File: src/hdl/hrhp_pkg.sv
// ----------------------------------------------------------------------------
// HTTP request head parser package
// Shared codes, character constants, result types and method tables.
// ----------------------------------------------------------------------------
package hrhp_pkg;

	localparam logic [3:0] EV_NONE         = 4'd0;
	localparam logic [3:0] EV_METHOD       = 4'd1;
	localparam logic [3:0] EV_URL_BYTE     = 4'd2;
	localparam logic [3:0] EV_URL_END      = 4'd3;
	localparam logic [3:0] EV_NAME_BYTE    = 4'd4;
	localparam logic [3:0] EV_VALUE_BYTE   = 4'd5;
	localparam logic [3:0] EV_FIELD_END    = 4'd6;
	localparam logic [3:0] EV_LINE_SKIPPED = 4'd7;
	localparam logic [3:0] EV_HEADERS_DONE = 4'd8;
	localparam logic [3:0] EV_ERROR        = 4'd9;

	localparam logic [3:0] PH_METHOD     = 4'd0;
	localparam logic [3:0] PH_SPACE      = 4'd1;
	localparam logic [3:0] PH_PATH       = 4'd2;
	localparam logic [3:0] PH_PROTO      = 4'd3;
	localparam logic [3:0] PH_SKIP       = 4'd4;
	localparam logic [3:0] PH_LINE_START = 4'd5;
	localparam logic [3:0] PH_NAME       = 4'd6;
	localparam logic [3:0] PH_VALUE      = 4'd7;
	localparam logic [3:0] PH_DONE       = 4'd8;
	localparam logic [3:0] PH_ERROR      = 4'd9;

	localparam logic [7:0] CH_SP    = 8'h20;
	localparam logic [7:0] CH_CR    = 8'h0d;
	localparam logic [7:0] CH_LF    = 8'h0a;
	localparam logic [7:0] CH_COLON = 8'h3a;
	localparam logic [7:0] CH_PCT   = 8'h25;

	localparam int unsigned NumMethods = 8;
	localparam logic [7:0] BASIC_METHOD_MASK = 8'h1f;
	localparam logic [2:0] PROTO_LEN = 3'd5;

	localparam logic [63:0] METHOD_TEXT [NumMethods] = '{
		{"GET", 40'h0}, {"HEAD", 32'h0}, {"POST", 32'h0}, {"PUT", 40'h0},
		{"DELETE", 16'h0}, {"CONNECT", 8'h0}, {"OPTIONS", 8'h0}, {"TRACE", 24'h0}
	};
	localparam logic [39:0] PROTO_TEXT = "HTTP/";

	typedef struct packed {
		logic [3:0] ev;
		logic [7:0] data;
		logic [2:0] method;
	} result_t;

	typedef struct packed {
		logic [1:0] cnt;
		result_t    r0;
		result_t    r1;
	} pair_t;

	typedef struct packed {
		logic [3:0] phase;
		logic [7:0] cand;
		logic [2:0] pos;
		logic [2:0] mfound;
		logic [7:0] esc_val;
		logic [1:0] esc_dig;
		logic       hcolon;
		logic       hcr;
	} parse_state_t;

	localparam parse_state_t STATE_RESET = '{
		phase: PH_METHOD, cand: 8'hff, pos: 3'd0, mfound: 3'd0,
		esc_val: 8'h00, esc_dig: 2'd0, hcolon: 1'b0, hcr: 1'b0
	};

	function automatic logic [2:0] method_len(input logic [2:0] idx);
		logic [2:0] len;
		case (idx)
			3'd0: len = 3'd3;
			3'd1: len = 3'd4;
			3'd2: len = 3'd4;
			3'd3: len = 3'd3;
			3'd4: len = 3'd6;
			3'd5: len = 3'd7;
			3'd6: len = 3'd7;
			default: len = 3'd5;
		endcase
		return len;
	endfunction

	function automatic logic [7:0] method_char(input logic [63:0] text, input logic [2:0] pos);
		return text[(7 - int'(pos)) * 8 +: 8];
	endfunction

	function automatic logic [7:0] proto_char(input logic [2:0] pos);
		logic [7:0] c;
		case (pos)
			3'd0: c = PROTO_TEXT[39:32];
			3'd1: c = PROTO_TEXT[31:24];
			3'd2: c = PROTO_TEXT[23:16];
			3'd3: c = PROTO_TEXT[15:8];
			3'd4: c = PROTO_TEXT[7:0];
			default: c = 8'h00;
		endcase
		return c;
	endfunction

	function automatic logic [4:0] hex_value(input logic [7:0] b);
		logic [4:0] r;
		if (b >= "0" && b <= "9") r = {1'b1, 4'(b - "0")};
		else if (b >= "a" && b <= "f") r = {1'b1, 4'(b - "a" + 8'd10)};
		else if (b >= "A" && b <= "F") r = {1'b1, 4'(b - "A" + 8'd10)};
		else r = 5'd0;
		return r;
	endfunction

endpackage

File: src/hdl/hrhp_out_if.sv
// ----------------------------------------------------------------------------
// Parse event channel
// Valid/ready channel carrying one parse event item.
// ----------------------------------------------------------------------------
interface hrhp_out_if;
	logic       valid;
	logic       ready;
	logic [3:0] event_res;
	logic [7:0] out_byte;
	logic [2:0] method_code;
	logic       last;

	modport source (output valid, output event_res, output out_byte, output method_code,
		output last, input ready);
	modport sink (input valid, input event_res, input out_byte, input method_code,
		input last, output ready);
endinterface

File: src/hdl/hrhp_result_queue.sv
// ----------------------------------------------------------------------------
// Result queue
// Two-entry queue of event pairs, drained one event item per cycle while the output is ready.
// ----------------------------------------------------------------------------
module hrhp_result_queue import hrhp_pkg::*; (
	input  logic      clk,
	input  logic      arst_n,
	input  logic      push,
	input  pair_t     push_data,
	output logic      push_ready,
	hrhp_out_if.source evt
);

	pair_t      entry_q [2];
	logic       wr_ptr_q;
	logic       rd_ptr_q;
	logic [1:0] cnt_q;
	logic       sub_q;
	pair_t      head;
	result_t    cur;
	logic       take;
	logic       pop;

	assign head       = entry_q[rd_ptr_q];
	assign cur        = sub_q ? head.r1 : head.r0;
	assign push_ready = (cnt_q != 2'd2);

	assign evt.valid       = (cnt_q != 2'd0);
	assign evt.event_res   = cur.ev;
	assign evt.out_byte    = cur.data;
	assign evt.method_code = cur.method;
	assign evt.last        = sub_q || (head.cnt != 2'd2);

	assign take = evt.valid && evt.ready;
	assign pop  = take && evt.last;

	always_ff @(posedge clk) begin
		if (push) entry_q[wr_ptr_q] <= push_data;
	end

	always_ff @(posedge clk or negedge arst_n) begin
		if (!arst_n) begin
			wr_ptr_q <= 1'b0;
			rd_ptr_q <= 1'b0;
			cnt_q    <= 2'd0;
			sub_q    <= 1'b0;
		end else begin
			if (push) wr_ptr_q <= ~wr_ptr_q;
			if (pop) rd_ptr_q <= ~rd_ptr_q;
			if (push && !pop) cnt_q <= cnt_q + 2'd1;
			else if (pop && !push) cnt_q <= cnt_q - 2'd1;
			if (take) sub_q <= !evt.last;
		end
	end

	a_sub_needs_pair: assert property (@(posedge clk) disable iff (!arst_n)
		sub_q |-> (cnt_q != 2'd0) && (head.cnt == 2'd2))
		else $error("second event selected on a single-event entry");

	a_count_up: assert property (@(posedge clk) disable iff (!arst_n)
		(push && !pop) |=> (cnt_q == $past(cnt_q) + 2'd1))
		else $error("queue count did not advance on push");

	a_hold_stalled: assert property (@(posedge clk) disable iff (!arst_n)
		(evt.valid && !evt.ready) |=> $stable(sub_q) && $stable(rd_ptr_q))
		else $error("queue head moved while output stalled");

	a_no_overflow: assert property (@(posedge clk) disable iff (!arst_n)
		push |-> (cnt_q != 2'd2))
		else $error("push into full queue");

endmodule

File: src/flat_wrapper.sv
// flat-port wrapper written by rule: the top's interface ports become plain ports
module hrhp_result_queue_flat import hrhp_pkg::*;
  (clk, arst_n, push, push_data, push_ready, evt_valid, evt_event_res, evt_out_byte, evt_method_code, evt_last, evt_ready);
  hrhp_out_if evt_i ();
  input  logic clk;
  input  logic arst_n;
  input  logic push;
  input  pair_t push_data;
  output logic push_ready;
  output wire logic [$bits(evt_i.valid)-1:0] evt_valid;
  output wire logic [$bits(evt_i.event_res)-1:0] evt_event_res;
  output wire logic [$bits(evt_i.out_byte)-1:0] evt_out_byte;
  output wire logic [$bits(evt_i.method_code)-1:0] evt_method_code;
  output wire logic [$bits(evt_i.last)-1:0] evt_last;
  input wire logic [$bits(evt_i.ready)-1:0] evt_ready;
  assign evt_valid = evt_i.valid;
  assign evt_event_res = evt_i.event_res;
  assign evt_out_byte = evt_i.out_byte;
  assign evt_method_code = evt_i.method_code;
  assign evt_last = evt_i.last;
  assign evt_i.ready = evt_ready;
  hrhp_result_queue u_core (.clk(clk), .arst_n(arst_n), .push(push), .push_data(push_data), .push_ready(push_ready), .evt(evt_i));
endmodule
File: config.mk
export PLATFORM = sky130hd
export DESIGN_NAME = hrhp_result_queue_flat
export DESIGN_NICKNAME = d
export VERILOG_FILES = /design/src/hdl/hrhp_pkg.sv /design/src/hdl/hrhp_out_if.sv /design/src/hdl/hrhp_result_queue.sv /design/src/flat_wrapper.sv
export SDC_FILE = /design/constraint.sdc
export NUM_CORES = 1
export LEC_CHECK = 0
export ABC_AREA = 1
export BUFFER_PORTS_ARGS = -buffer_cell sky130_fd_sc_hd__buf_2
export CORE_MARGIN = 2
export CORE_UTILIZATION = 40
export CTS_CLUSTER_DIAMETER = 120
export DETAILED_ROUTE_END_ITERATION = 10
export GPL_TIMING_DRIVEN = 0
export PLACE_DENSITY = 0.65
export SLEW_MARGIN = 0
export SYNTH_ARGS = -nofsm -noshare
export SYNTH_HDL_FRONTEND = slang
export SYNTH_SLANG_ARGS = --single-unit
File: constraint.sdc
create_clock -name clk -period 2.9 [get_ports clk]
set_input_delay 0.435 -clock clk [delete_from_list [all_inputs] [get_ports clk]]
set_output_delay 0.435 -clock clk [all_outputs]
set_load 0.01 [all_outputs]
# After elaboration in Yosys (flattened, before gate mapping)
# Memory sizes are Yosys's and may differ from the RTL's.
# Cells that the tools add are included.
[op_classes]
n_reduce_logical = 10
eq_ne = 2
muxes = 5
n_addsub = 2
n_bitwise = 2
[ops]
columns = ["op", "count"]
rows = [
  ["15-bit 2-to-1 mux", 1],
  ["1-bit logical AND", 4],
  ["2-bit 2-to-1 mux", 2],
  ["2-bit != test (second input constant)", 2],
  ["2-bit nonzero test", 2],
  ["1-bit zero test", 3],
  ["2-bit by 1-bit adder with 2-bit output (second input constant)", 1],
  ["1-bit 2-to-1 mux", 2],
  ["1-bit inverter", 2],
  ["2-bit by 1-bit subtractor with 2-bit output (second input constant)", 1],
  ["1-bit logical OR", 1],
]
[totals]
n_memories = 1
ff_bits = 5
word_cells = 26
mem_bits_rw = 64
[memory_table]
columns = ["memory", "words", "width", "rd", "rd_ports_with_merged_regs", "write_ports", "line_no", "rtl"]
rows = [
  ["u_core.entry_q", 2, 32, 1, 0, 1, "hrhp_result_queue.sv:14", "pair_t entry_q [2];"],
]

# Depth between registers and ports, before layout
# Gate-level depths: netlist (run 1).
# An unclocked memory read counts as a cell.
[depth]
ltp_word = 7
ltp_mapped = 11

# Worst setup path after synthesis (run 1)
# OpenSTA, ideal clock, no wires.
[synth_timing]
kind = "input -> register"
startpoint = "input port push"
endpoint = "memory u_core.entry_q[0][0] in the netlist's numbering (enable)"
path_stages = 2
setup_time_ns = 0.422
path_buffers = 0
t_arrival_ns = 1.824
setup_slack_ns = 0.654
required_ns = 2.478
path_cell_list = "inv_1 -> nor2_1"
[synth_via]
elab_chain_len = 2
[synth_lines]
columns = ["element", "line_no", "rtl"]
rows = [
  ["from (decl)", "flat_wrapper.sv:7", "input logic push;"],
  ["1-bit 2-to-1 mux", "hrhp_result_queue.sv:38", "if (push) entry_q[wr_ptr_q] <= push_data;"],
  ["1-bit 2-to-1 mux (not written as such)", "hrhp_result_queue.sv:38", ""],
  ["to (decl)", "hrhp_result_queue.sv:14", ""],
]
# No other way between the ends.

# Worst setup path after layout (run 1)
[layout_timing]
startpoint = "register u_core.sub_q"
endpoint = "output port evt_out_byte[1]"
[layout_via]
elab_chain_len = 1
[layout_lines]
columns = ["element", "line_no", "rtl"]
rows = [
  ["from (decl)", "hrhp_result_queue.sv:18", "logic sub_q;"],
  ["from (signal assigned)", "hrhp_result_queue.sv:52", "if (take) sub_q <= !evt.last;"],
  ["15-bit 2-to-1 mux", "hrhp_result_queue.sv:25", "assign cur = sub_q ? head.r1 : head.r0;"],
  ["to (decl)", "flat_wrapper.sv:12", "output wire logic [$bits(evt_i.out_byte)-1:0] evt_out_byte;"],
]
# No other way between the ends.

==> results of run 1 <==
==> layer usage <==
layer	GRT usage [%]	share of wire, %	vias to the layer above
li1	-	-	809
met3	5.16	5.2	8
met5	0	0	-
met4	7.65	1.7	0
met2	23.8	48	44
met1	19.5	45	811
==> power by group through the flow <==
stage	Sequential (mW)	Clock [mW]	Combinational, mW
after global placement	1.43	0	1.11
final	1.41	0.679	1.14
after global routing	1.43	0.736	1.27
after floorplan	1.41	0	0.724
after CTS	1.41	0.695	1.16
after detailed placement	1.43	0	1.16
==> flip-flops by register name, indices dropped and copies added (netlist names) <==
signal           cells
u_core.entry_q      64
u_core.cnt_q         2
u_core.rd_ptr_q      1
u_core.sub_q         1
u_core.wr_ptr_q      1
==> stage by stage <==
stage                     area (um^2)  hold slack (ns)
after floorplan                  2640            0.139
after global placement           3000            0.255
after detailed placement         3040            0.261
after CTS                        3220            0.263
after global routing             3220            0.258
final                            3220            0.281
==> logic make-up (layout without fill, tap and decap cells) <==
group                      Yosys count  count (layout)
adders and majority gates            1               1
DFF                                 69              69
xor gates and xnor gates             3               3
and+or+nand+nor                     48              48
AOI/OAI and AO/OA                   47              47
buffers and inverters               16              87
==> worst max-delay path: cells and delay by family (launching register included) <==
kind / cells / cell delay [ns]
buffers and inverters: 3 / 0.59
DFF: 1 / 0.48
AOI/OAI and AO/OA: 2 / 0.28
==> final cells by class <==
cell class | count | share of cell area, %
Sequential cell | 69 | 63.6
Timing Repair Buffer | 55 | 9.40
Clock inverter | 7 | 1.59
Clock buffer | 9 | 3.85
Buffer | 9 | 2.49
Inverter | 7 | 0.816
Multi-Input combinational cell | 99 | 15.3
Tap cell | 77 | 2.99
==> cell usage after synthesis (4+ instances only) <==
cell / instances / area share (%)
inv_1: 5 / 0.71
buf_4: 4 / 1.1
nor2_1: 34 / 4.8
o21ai_0: 28 / 5.3
edfxtp_1: 64 / 73
o22ai_1: 15 / 3.6
buf_6: 4 / 1.7
dfrtp_1: 5 / 4.7
nand2_1: 9 / 1.3
==> worst max path at each step <==
| stage | start | endpoint | slack [ns] | cells past startpoint |
|---|---|---|---|---|
| 3_3_place_gp | push | u_core.entry_q[0][24] | -0.29 | 3 |
| 5_1_grt | u_core.sub_q | evt_out_byte[1] | 0.61 | 5 |
| 6_report | u_core.sub_q | evt_out_byte[1] | 0.77 | 5 |
| 4_1_cts | u_core.sub_q | evt_out_byte[1] | 0.72 | 5 |
| 3_5_place_dp | push | u_core.entry_q[1][20] | 0.88 | 3 |
| 2_1_floorplan | push | u_core.entry_q[0][0] | 0.65 | 2 |
==> results.tsv, run 1 <==
stage	metric	value	unit
run_status	status	complete, no violations	
critical_path	cp-end-kind	output port	
critical_path	cp_slowest_cell	dfrtp_1	
die	die_w	85.2	um
synth	synth_cells	184	
routing	vias	1672	
critical_path	cp_cell_sequence	inv_2 -> buf_2 -> o21ai_0 -> o22ai_1 -> buf_2	
clocking	cts_buffer_depth	2	
layout	fin_util	50.7	%
timing	drv_slew	0	
critical_path	rrSetupSlack	1.05	ns
routing	ant_nets	0	
critical_path	r2r_start	u_core.wr_ptr_q	
layout	antenna_cells	0	
layout	area_growth	22.0	%
power	p_total	3.23	mW
power	p_sw	1.15	mW
routing	drt-total-wl	5.27	mm
layout	nets	287	
synth	synthArstFlopShare	7.25	%
synth	synth_top_family_by_area	compound AO/OA/AOI/OAI gates	
hold_path	min_to	u_core.entry_q[1][0]	
routing	drtIter0Drc	99	
power	clkPwrFrac	21.0	%
synth	yosys_warnings	0	
timing	fin_ws	0.767	ns
hold_path	hp-class	input port to register	
critical_path	arrival	1.70	ns
run	maxCapViolCount	0	
synth	yosysUniqueCellTypes	20	
placement	place_hpwl	3.40	mm
power	swShare	35.6	%
power	power_frac_comb	35.3	%
synth	synth_ff_type	edfxtp_1	
global_routing	grt_max_degree	33	
synth	synthAdderAreaFrac	0.474	%
placement	io_buffers	53	
layout	regArea	0.00205	mm^2
critical_path	rr_endpoint	u_core.entry_q[1][10]	
die	initial_utilization	41.6	%
routing	routed_via_density	5.04	
die	die_area	0.00726	mm^2
synth	synth_edf_count	64	
timing	worstMarginPinSlew	1.32	ns
clocking	cts-hold-fix-buffers	1	
layout	final_common_cell	edfxtp_1	
power	p_int	2.08	mW
clocking	post_cts_buffers	0	
layout	n_fill_cell	563	
placement	dp_cells	315	
layout	layout_common_cells	edfxtp_1, buf_2, nor2_1	
synth	yosys.area_share.simple	7.21	%
clocking	cts.sinks	69	
hold_path	hold_path.startpoint	push_data[0]	
clocking	h-tree-depth	3	
die	core_area	0.00635	mm^2
power	seqPwrFrac	43.7	%
synth	mappedNetlistNets	221	
timing	fin_crit_sh	73.6	%
synth	mappedNetlistArea	0.00264	mm^2
timing	hold_viol	0	
synth	synth_seq_area_share	77.6	%
hold_path	hold_path_depth	1	
clocking	clkTransAtPathRegs	0.08	ns
critical_path	crit_type	register to output port	
routing	route.detailed.drc	0	
critical_path	r2r_cells	2	
critical_path	start_kind	register	
layout	drive_gt1_share	33.3	%
die	rows	29	
synth	synth-xor-area-share	0.996	%
synth	synthMuxAreaShare	0	%
global_routing	grt_pass1_vias	1619	
timing	slew_headroom	12.2	%
critical_path	crit_fanout	10	
timing	final-setup-viol-count	0	
layout	stdcell_count	332	
layout	multi_input_area	493	um^2
global_routing	antenna_found_initial	0	
global_routing	grt_overflow	0	
timing	fin_crit	2.13	ns
critical_path	required	2.47	ns
critical_path	slowest_delay	0.48	ns
power	ir_worst_vdd	550	uV
global_routing	grt_pass1_wl	8.07	mm
synth	avgSynthCellArea	14.3	um^2
placement	gp_congestion	0.751	
timing	fin_skew	0.00736	ns
power	power.density	1000	mW/mm^2
clocking	post_cts_resized	0	
routing	wl_per_cell	15.9	um
clocking	cts_tree	built	
timing	fmax	469	MHz
clocking	insertion_delay	0.34	ns
timing	grt_setup_unrepaired	false	
die	die_y	85.2	um
clocking	root_buffer	clkbuf_8	
timing	finalSetupTns	0	ns
synth	synth-seq-cells	69	
global_routing	track_usage	15.4	%
die	io_pins	54	
clocking	numCtsBuffers	9	
synth	synth_compound_area_share	9.72	%
placement	pre_cts_ws	0.880	ns
routing	drtPass1Iterations	4	
critical_path	crit_top_cell	buf_2	
power	leakagePower	1.23	nW
Power figures use the tool's default switching activity.
==> run 2, diff against run 1 <==
--- a/config.mk
+++ b/config.mk
@@ -12,7 +12,7 @@
 export CTS_CLUSTER_DIAMETER = 120
 export DETAILED_ROUTE_END_ITERATION = 10
 export GPL_TIMING_DRIVEN = 0
-export PLACE_DENSITY = 0.65
+export PLACE_DENSITY = 0.68
 export SLEW_MARGIN = 0
 export SYNTH_ARGS = -nofsm -noshare
 export SYNTH_HDL_FRONTEND = slang
==> constraint.sdc (replaced) <==
create_clock -name clk -period 1.7 [get_ports clk]
set_input_delay 0.255 -clock clk [delete_from_list [all_inputs] [get_ports clk]]
set_output_delay 0.255 -clock clk [all_outputs]
set_load 0.01 [all_outputs]
==> results.tsv, run 2 (synthesis results as in run 1) <==
stage	metric	value	unit	change
global_routing	grt_pass1_vias	1738		was 1619
routing	ant_nets	0		unchanged
hold_path	hp-class	input port to register		unchanged
clocking	cts.sinks	69		unchanged
routing	vias	1722		was 1672
global_routing	grt_overflow	0		unchanged
critical_path	start_kind	register		unchanged
critical_path	rr_endpoint	u_core.cnt_q[1]		was u_core.entry_q[1][10]
hold_path	hold_path_depth	1		unchanged
timing	fmax	588	MHz	
layout	n_fill_cell	510		was 563
global_routing	grt_max_degree	33		unchanged
critical_path	arrival	1.45	ns	was 1.70 ns
clocking	clkTransAtPathRegs	0.07	ns	was 0.08 ns
die	initial_utilization	41.6	%	unchanged
clocking	cts_buffer_depth	2		unchanged
critical_path	crit_fanout	10		unchanged
layout	top_regs	u_core.entry_q (64), u_core.cnt_q (2)		unchanged
layout	area_growth	28.2	%	was 22.0%
critical_path	r2r_start	u_core.rd_ptr_q		was u_core.wr_ptr_q
timing	worstMarginPinSlew	0.412	ns	was 1.32 ns
placement	io_buffers	53		unchanged
critical_path	required	1.44	ns	was 2.47 ns
hold_path	min_to	u_core.entry_q[0][29]		was u_core.entry_q[1][0]
run_status	status	finished, violations left		was complete, no violations
clocking	cts_tree	built		unchanged
placement	place_hpwl	3.22	mm	was 3.40 mm
layout	antenna_cells	0		unchanged
layout	nets	295		was 287
layout	largest_register_ffs	64		unchanged
power	ir_worst_vdd	857	uV	was 550 uV
layout	final_common_cell	edfxtp_1		unchanged
routing	drtIter0Drc	101		was 99
layout	drive_gt1_share	38.7	%	was 33.3%
hold_path	hold_path.startpoint	push_data[29]		was push_data[0]
layout	layout_common_cells	edfxtp_1, buf_2, nor2_1		unchanged
run_status	violations	negative setup slack		
timing	fin_crit_sh	100	%	
clocking	numCtsBuffers	9		unchanged
global_routing	antenna_found_initial	0		unchanged
routing	wl_per_cell	16.4	um	was 15.9 um
layout	regArea	0.00205	mm^2	about the same
clocking	root_buffer	clkbuf_8		unchanged
placement	pre_cts_ws	-0.172	ns	was 0.880 ns
power	leakagePower	1.29	nW	was 1.23 nW
routing	route.detailed.drc	0		unchanged
layout	multi_input_area	536	um^2	was 493 um^2
timing	slew_headroom	72.5	%	was 12.2%
die	die_area	0.00726	mm^2	unchanged
die	core_area	0.00635	mm^2	unchanged
clocking	insertion_delay	0.32	ns	was 0.34 ns
routing	drtPass1Iterations	4		unchanged
die	rows	29		unchanged
timing	final-setup-viol-count	1		was 0
timing	hold_slack	0.115	ns	was 0.281 ns
critical_path	rrSetupSlack	0.16	ns	was 1.05 ns
timing	grt_setup_unrepaired	true		was false
timing	fin_skew	0.00301	ns	was 0.00736 ns
timing	fin_crit	1.70	ns	
critical_path	r2r_cells	9		was 2
routing	routed_via_density	5.09		was 5.04
run	maxCapViolCount	0		unchanged
die	die_y	85.2	um	unchanged
die	io_pins	54		unchanged
timing	fin_ws	-0.000275	ns	was 0.767 ns
global_routing	track_usage	15.5	%	was 15.4%
die	die_w	85.2	um	unchanged
critical_path	cp-end-kind	output port		unchanged
power	power.density	1780	mW/mm^2	was 1000 mW/mm^2
timing	drv_slew	0		unchanged
placement	gp_congestion	0.724		was 0.751
critical_path	crit_type	register to output port		unchanged
timing	hold_viol	0		unchanged
layout	largest-register	u_core.entry_q		unchanged
routing	drt-total-wl	5.55	mm	was 5.27 mm
clocking	h-tree-depth	3		unchanged
global_routing	grt_pass1_wl	8.31	mm	was 8.07 mm
[run 2: cell types whose count changed in the layout (fill, tap and decap cells not counted), sizes merged]
cell / before / now
bufinv: 0 / 1
clkbuf: 9 / 12
buf: 63 / 69
inv: 8 / 5
clkinv: 4 / 3
[run 2: layout make-up]
class	instances	share of cell area (%)
Buffer	9	3.25
Clock buffer	11	3.88
Clock inverter	3	1.15
Inverter	7	1.26
Multi-Input combinational cell	99	15.8
Sequential cell	69	60.5
Tap cell	77	2.85
Timing Repair Buffer	62	11.0
Timing Repair inverter	1	0.222
[run 2: worst max-delay path by stage]
stage                     from                   end  cells after the start  slack, ns
6_report       u_core.rd_ptr_q    evt_method_code[2]                      6    -0.0003
2_1_floorplan  u_core.wr_ptr_q  u_core.entry_q[0][0]                      1       0.04
4_1_cts        u_core.rd_ptr_q      evt_event_res[0]                      5      -0.02
5_1_grt           u_core.sub_q       evt_out_byte[6]                      5      -0.09
3_5_place_dp   u_core.wr_ptr_q  u_core.entry_q[1][9]                      2      -0.17
3_3_place_gp              push  u_core.entry_q[0][9]                      3      -0.43
[run 2: through the flow]
step	cell area, um^2	util [%]	cells	TNS [ns]	power, mW
final	3380	53.3	338	-0.000275	6.01
after global routing	3380	53.3	338	-0.883	6.35
after CTS	3270	51.6	335	-0.0545	5.75
after detailed placement	3030	47.7	315	-5.46	4.40
after global placement	3000	47.3	314	-17.35	4.33
after floorplan	2640	-	184	0	3.64
[run 2: power by group]
group	total, mW	leakage [nW]	switching, mW	internal, mW
sequential	2.40	0.659	0.131	2.27
clock	1.19	0.0867	0.531	0.655
combinational	2.42	0.541	1.39	1.02
total	6.01	1.29	2.06	3.95
[run 2: metal layers]
layer  share of wire, %  wire, um  global-route usage [%]  up-vias
met5                  0         0                       0        -
met4                1.0        56                    6.49        0
met3                8.2       456                    5.45        9
met2                 49      2740                    25.0       78
met1                 41      2300                    18.9      814
li1                   -         -                       -      821
[run 2: worst max-delay path, cell delays in order, from the launching register on]
cell and delay (ns):
dfrtp_1 0.37, buf_6 0.15, clkinv_8 0.08, buf_12 0.13, nor2_2 0.04, o22ai_2 0.19, buf_2 0.16
[run 2: what timing repair did]
item,4_1_cts,5_1_grt
buffers inserted,4,1
gates resized for setup,11,33
setup endpoints to repair,47,48
hold endpoints to repair,5,0
gates cloned,1,2
pin swaps,2,4
hold buffers,1,0
==> run 3, diff against run 2 <==
--- a/config.mk
+++ b/config.mk
@@ -5,14 +5,16 @@
 export SDC_FILE = /design/constraint.sdc
 export NUM_CORES = 1
 export LEC_CHECK = 0
-export ABC_AREA = 1
+export ABC_AREA = 0
 export BUFFER_PORTS_ARGS = -buffer_cell sky130_fd_sc_hd__buf_2
+export CELL_PAD_IN_SITES_DETAIL_PLACEMENT = 1
+export CELL_PAD_IN_SITES_GLOBAL_PLACEMENT = 2
 export CORE_MARGIN = 2
-export CORE_UTILIZATION = 40
+export CORE_UTILIZATION = 37
 export CTS_CLUSTER_DIAMETER = 120
 export DETAILED_ROUTE_END_ITERATION = 10
 export GPL_TIMING_DRIVEN = 0
-export PLACE_DENSITY = 0.68
+export PLACE_DENSITY = 0.79
 export SLEW_MARGIN = 0
 export SYNTH_ARGS = -nofsm -noshare
 export SYNTH_HDL_FRONTEND = slang
==> results.tsv, run 3 <==
stage	metric	value	unit	change
power	swShare	27.9	%	was 34.2%
die	die_w	88.0	um	was 85.2 um
clocking	clkTransAtPathRegs	0.07	ns	about the same
timing	fmax	526	MHz	was 588 MHz
layout	top_regs	u_core.entry_q (64), u_core.cnt_q (2)		unchanged
die	die_y	88.0	um	was 85.2 um
power	leakagePower	1.24	nW	was 1.29 nW
synth	synth-seq-cells	69		unchanged
clocking	cts_tree	built		unchanged
layout	nets	221		was 295
global_routing	track_usage	13.9	%	was 15.5%
placement	io_buffers	53		unchanged
timing	fin_skew	0.00560	ns	was 0.00301 ns
die	core_area	0.00679	mm^2	was 0.00635 mm^2
timing	slew_headroom	37.5	%	was 72.5%
routing	vias	1300		was 1722
routing	routed_via_density	4.56		was 5.09
power	p_sw	1.58	mW	was 2.06 mW
synth	synth.most_common_cell	edfxtp_1		unchanged
layout	stdcell_count	285		was 338
routing	ant_nets	0		unchanged
global_routing	grt_max_degree	33		unchanged
timing	finalSetupTns	-2.77	ns	was -0.000275 ns
power	power_frac_comb	35.0	%	was 40.2%
routing	drtPass1Iterations	4		unchanged
synth	synthArstFlopShare	7.25	%	unchanged
clocking	h-tree-depth	3		unchanged
die	initial_utilization	38.4	%	was 41.6%
synth	yosysTopAreaCell	edfxtp_1		unchanged
power	ir_worst_vdd	809	uV	was 857 uV
clocking	root_buffer	clkbuf_8		unchanged
layout	area_growth	31.7	%	was 28.2%
layout	regArea	0.00205	mm^2	unchanged
run_status	status	finished, violations left		unchanged
clocking	cts.sinks	69		unchanged
layout	drive_gt1_share	56.6	%	was 38.7%
synth	mappedNetlistArea	0.00261	mm^2	was 0.00264 mm^2
power	p_int	4.10	mW	was 3.95 mW
synth	synth-xor-area-share	1.34	%	was 0.996%
layout	largest-register	u_core.entry_q		unchanged
placement	place_area	0.00300	mm^2	was 0.00303 mm^2
routing	drt-total-wl	4.82	mm	was 5.55 mm
synth	synthMuxAreaShare	14.0	%	was 0%
layout	final_common_cell	edfxtp_1		unchanged
critical_path	cp-startpoint	u_core.rd_ptr_q		unchanged
synth	synth_common_cells	edfxtp_1, mux4_2, mux4_1		was edfxtp_1, nor2_1, o21ai_0
layout	multi_input_area	546	um^2	was 536 um^2
synth	synth_cells	109		was 184
run_status	violations	negative setup slack		unchanged
synth	synth_ff_type	edfxtp_1		unchanged
die	die_area	0.00774	mm^2	was 0.00726 mm^2
synth	avgSynthCellArea	23.9	um^2	was 14.3 um^2
power	clkPwrFrac	22.4	%	was 19.7%
layout	fin_area	0.00343	mm^2	was 0.00338 mm^2
layout	largest_register_ffs	64		unchanged
synth	yosysUniqueCellTypes	23		was 20
global_routing	grt_pass1_wl	7.63	mm	was 8.31 mm
synth	synth_top_family_by_area	multiplexers		was compound AO/OA/AOI/OAI gates
timing	hold_viol	0		unchanged
global_routing	antenna_found_initial	0		unchanged
hold_path	hp-class	input port to register		unchanged
placement	pre_cts_ws	-0.147	ns	was -0.172 ns
timing	final-setup-viol-count	17		was 1
synth	synth_edf_count	64		unchanged
routing	drtIter0Drc	89		was 101
synth	synthAdderAreaFrac	0.480	%	was 0.474%
routing	route.detailed.drc	0		unchanged
placement	place_hpwl	3.01	mm	was 3.22 mm
timing	grt_setup_unrepaired	true		unchanged
layout	layout_common_cells	edfxtp_1, buf_2, buf_6		was edfxtp_1, buf_2, nor2_1
layout	n_fill_cell	633		was 510
clocking	cts_buffer_depth	2		unchanged
synth	synth_compound_area_share	1.01	%	was 9.72%
critical_path	required	1.44	ns	about the same
clocking	numCtsBuffers	9		unchanged
global_routing	grt_overflow	0		unchanged
timing	drv_slew	0		unchanged
synth	synthTopCellsByArea	edfxtp_1, mux4_1, mux4_2, dfrtp_1, xor2_1		was edfxtp_1, o21ai_0, nor2_1, dfrtp_1, o22ai_1
synth	synth_seq_area_share	78.5	%	was 77.6%
run	maxCapViolCount	0		unchanged
hold_path	hold_path.startpoint	push_data[25]		was push_data[29]
critical_path	r2r_start	u_core.rd_ptr_q		unchanged
synth	mappedNetlistNets	146		was 221
critical_path	crit_fanout	5		was 10
placement	gp_congestion	0.698		was 0.724
die	io_pins	54		unchanged
placement	dp_cells	258		was 315
synth	yosys_warnings	0		unchanged
synth	netlist.area_leader.share	73.7	%	was 72.8%
timing	fin_ws	-0.203	ns	was -0.000275 ns
critical_path	start_kind	register		unchanged
die	rows	30		was 29
power	power.density	1660	mW/mm^2	was 1780 mW/mm^2
power	seqPwrFrac	42.6	%	was 40.0%
timing	fin_crit	1.90	ns	was 1.70 ns
critical_path	cp-end-kind	output port		unchanged
timing	worstMarginPinSlew	0.935	ns	was 0.412 ns
critical_path	crit_type	register to output port		unchanged
critical_path	arrival	1.65	ns	was 1.45 ns
timing	fin_crit_sh	112	%	was 100%
routing	wl_per_cell	16.9	um	was 16.4 um
clocking	insertion_delay	0.33	ns	was 0.32 ns
global_routing	grt_pass1_vias	1503		was 1738
layout	antenna_cells	0		unchanged
synth	yosys.area_share.simple	3.12	%	was 7.21%
-- run 3: logic make-up after synthesis --
family	count (synthesis)
AO/OA/AOI/OAI	4
buffers and inverters	4
adder cells (fa/ha/maj)	1
multiplexers	15
XOR/XNOR	4
flip-flops	69
AND/OR/NAND/NOR	12
-- run 3: per-stage QoR --
step / hold slack [ns] / util [%] / total power [mW]
detailed placement: 0.0782 / 44.2 / 3.85
global placement: 0.0714 / 44.1 / 3.78
floorplan: -0.0406 / - / 3.34
finish: 0.106 / 50.5 / 5.68
CTS: 0.0920 / 49.6 / 5.65
global route: 0.0900 / 50.5 / 6.00
-- run 3: final timing paths --
kind	endpoint	slack [ns]	depth (start not counted)
max	evt_event_res[1]	-0.20	4
max reg2reg	u_core.cnt_q[1]	-0.08	9
min	u_core.entry_q[0][25]	0.11	1
min reg2reg	u_core.cnt_q[1]	0.53	1
min in group asynchronous	u_core.wr_ptr_q	0.30	2
max in group asynchronous	u_core.rd_ptr_q	1.25	2
-- run 3: final cells by class --
type | count | share of cell area (%)
multi-input combinational | 36 | 15.9
sequential | 69 | 59.7
timing repair buffer | 64 | 13.7
clock inverter | 6 | 1.86
tap | 96 | 3.50
clock buffer | 10 | 3.72
buffer | 4 | 1.68
-- run 3: power by group through the flow --
stage / Sequential (mW) / Combinational, mW / Clock [mW]
after global routing: 2.46 / 2.16 / 1.38
final: 2.42 / 1.99 / 1.27
after global placement: 2.40 / 1.38 / 0
after floorplan: 2.38 / 0.958 / 0
after CTS: 2.42 / 1.92 / 1.31
after detailed placement: 2.43 / 1.42 / 0
-- run 3: layer usage --
metal  global-route usage (%)  vias up  wire [um]
li1                         -      605          -
met1                     17.2      652       1930
met2                     22.3       38       2570
met3                     4.52        5        282
met4                     6.29        0         43
met5                        0        -          0
-- run 3: worst max-delay path, stage by stage (launching register included) --
cell and delay (ns):
dfrtp_2 0.40, buf_8 0.14, buf_12 0.12, mux4_2 0.51, buf_6 0.14
-- run 3: what timing repair did --
item,in CTS,in global routing
hold buffers,1,0
buffers inserted,6,3
pin swaps,3,4
cloned,2,0
gates resized for setup,25,13
endpoints found under the hold margin,5,0
endpoints found under the setup margin,18,18
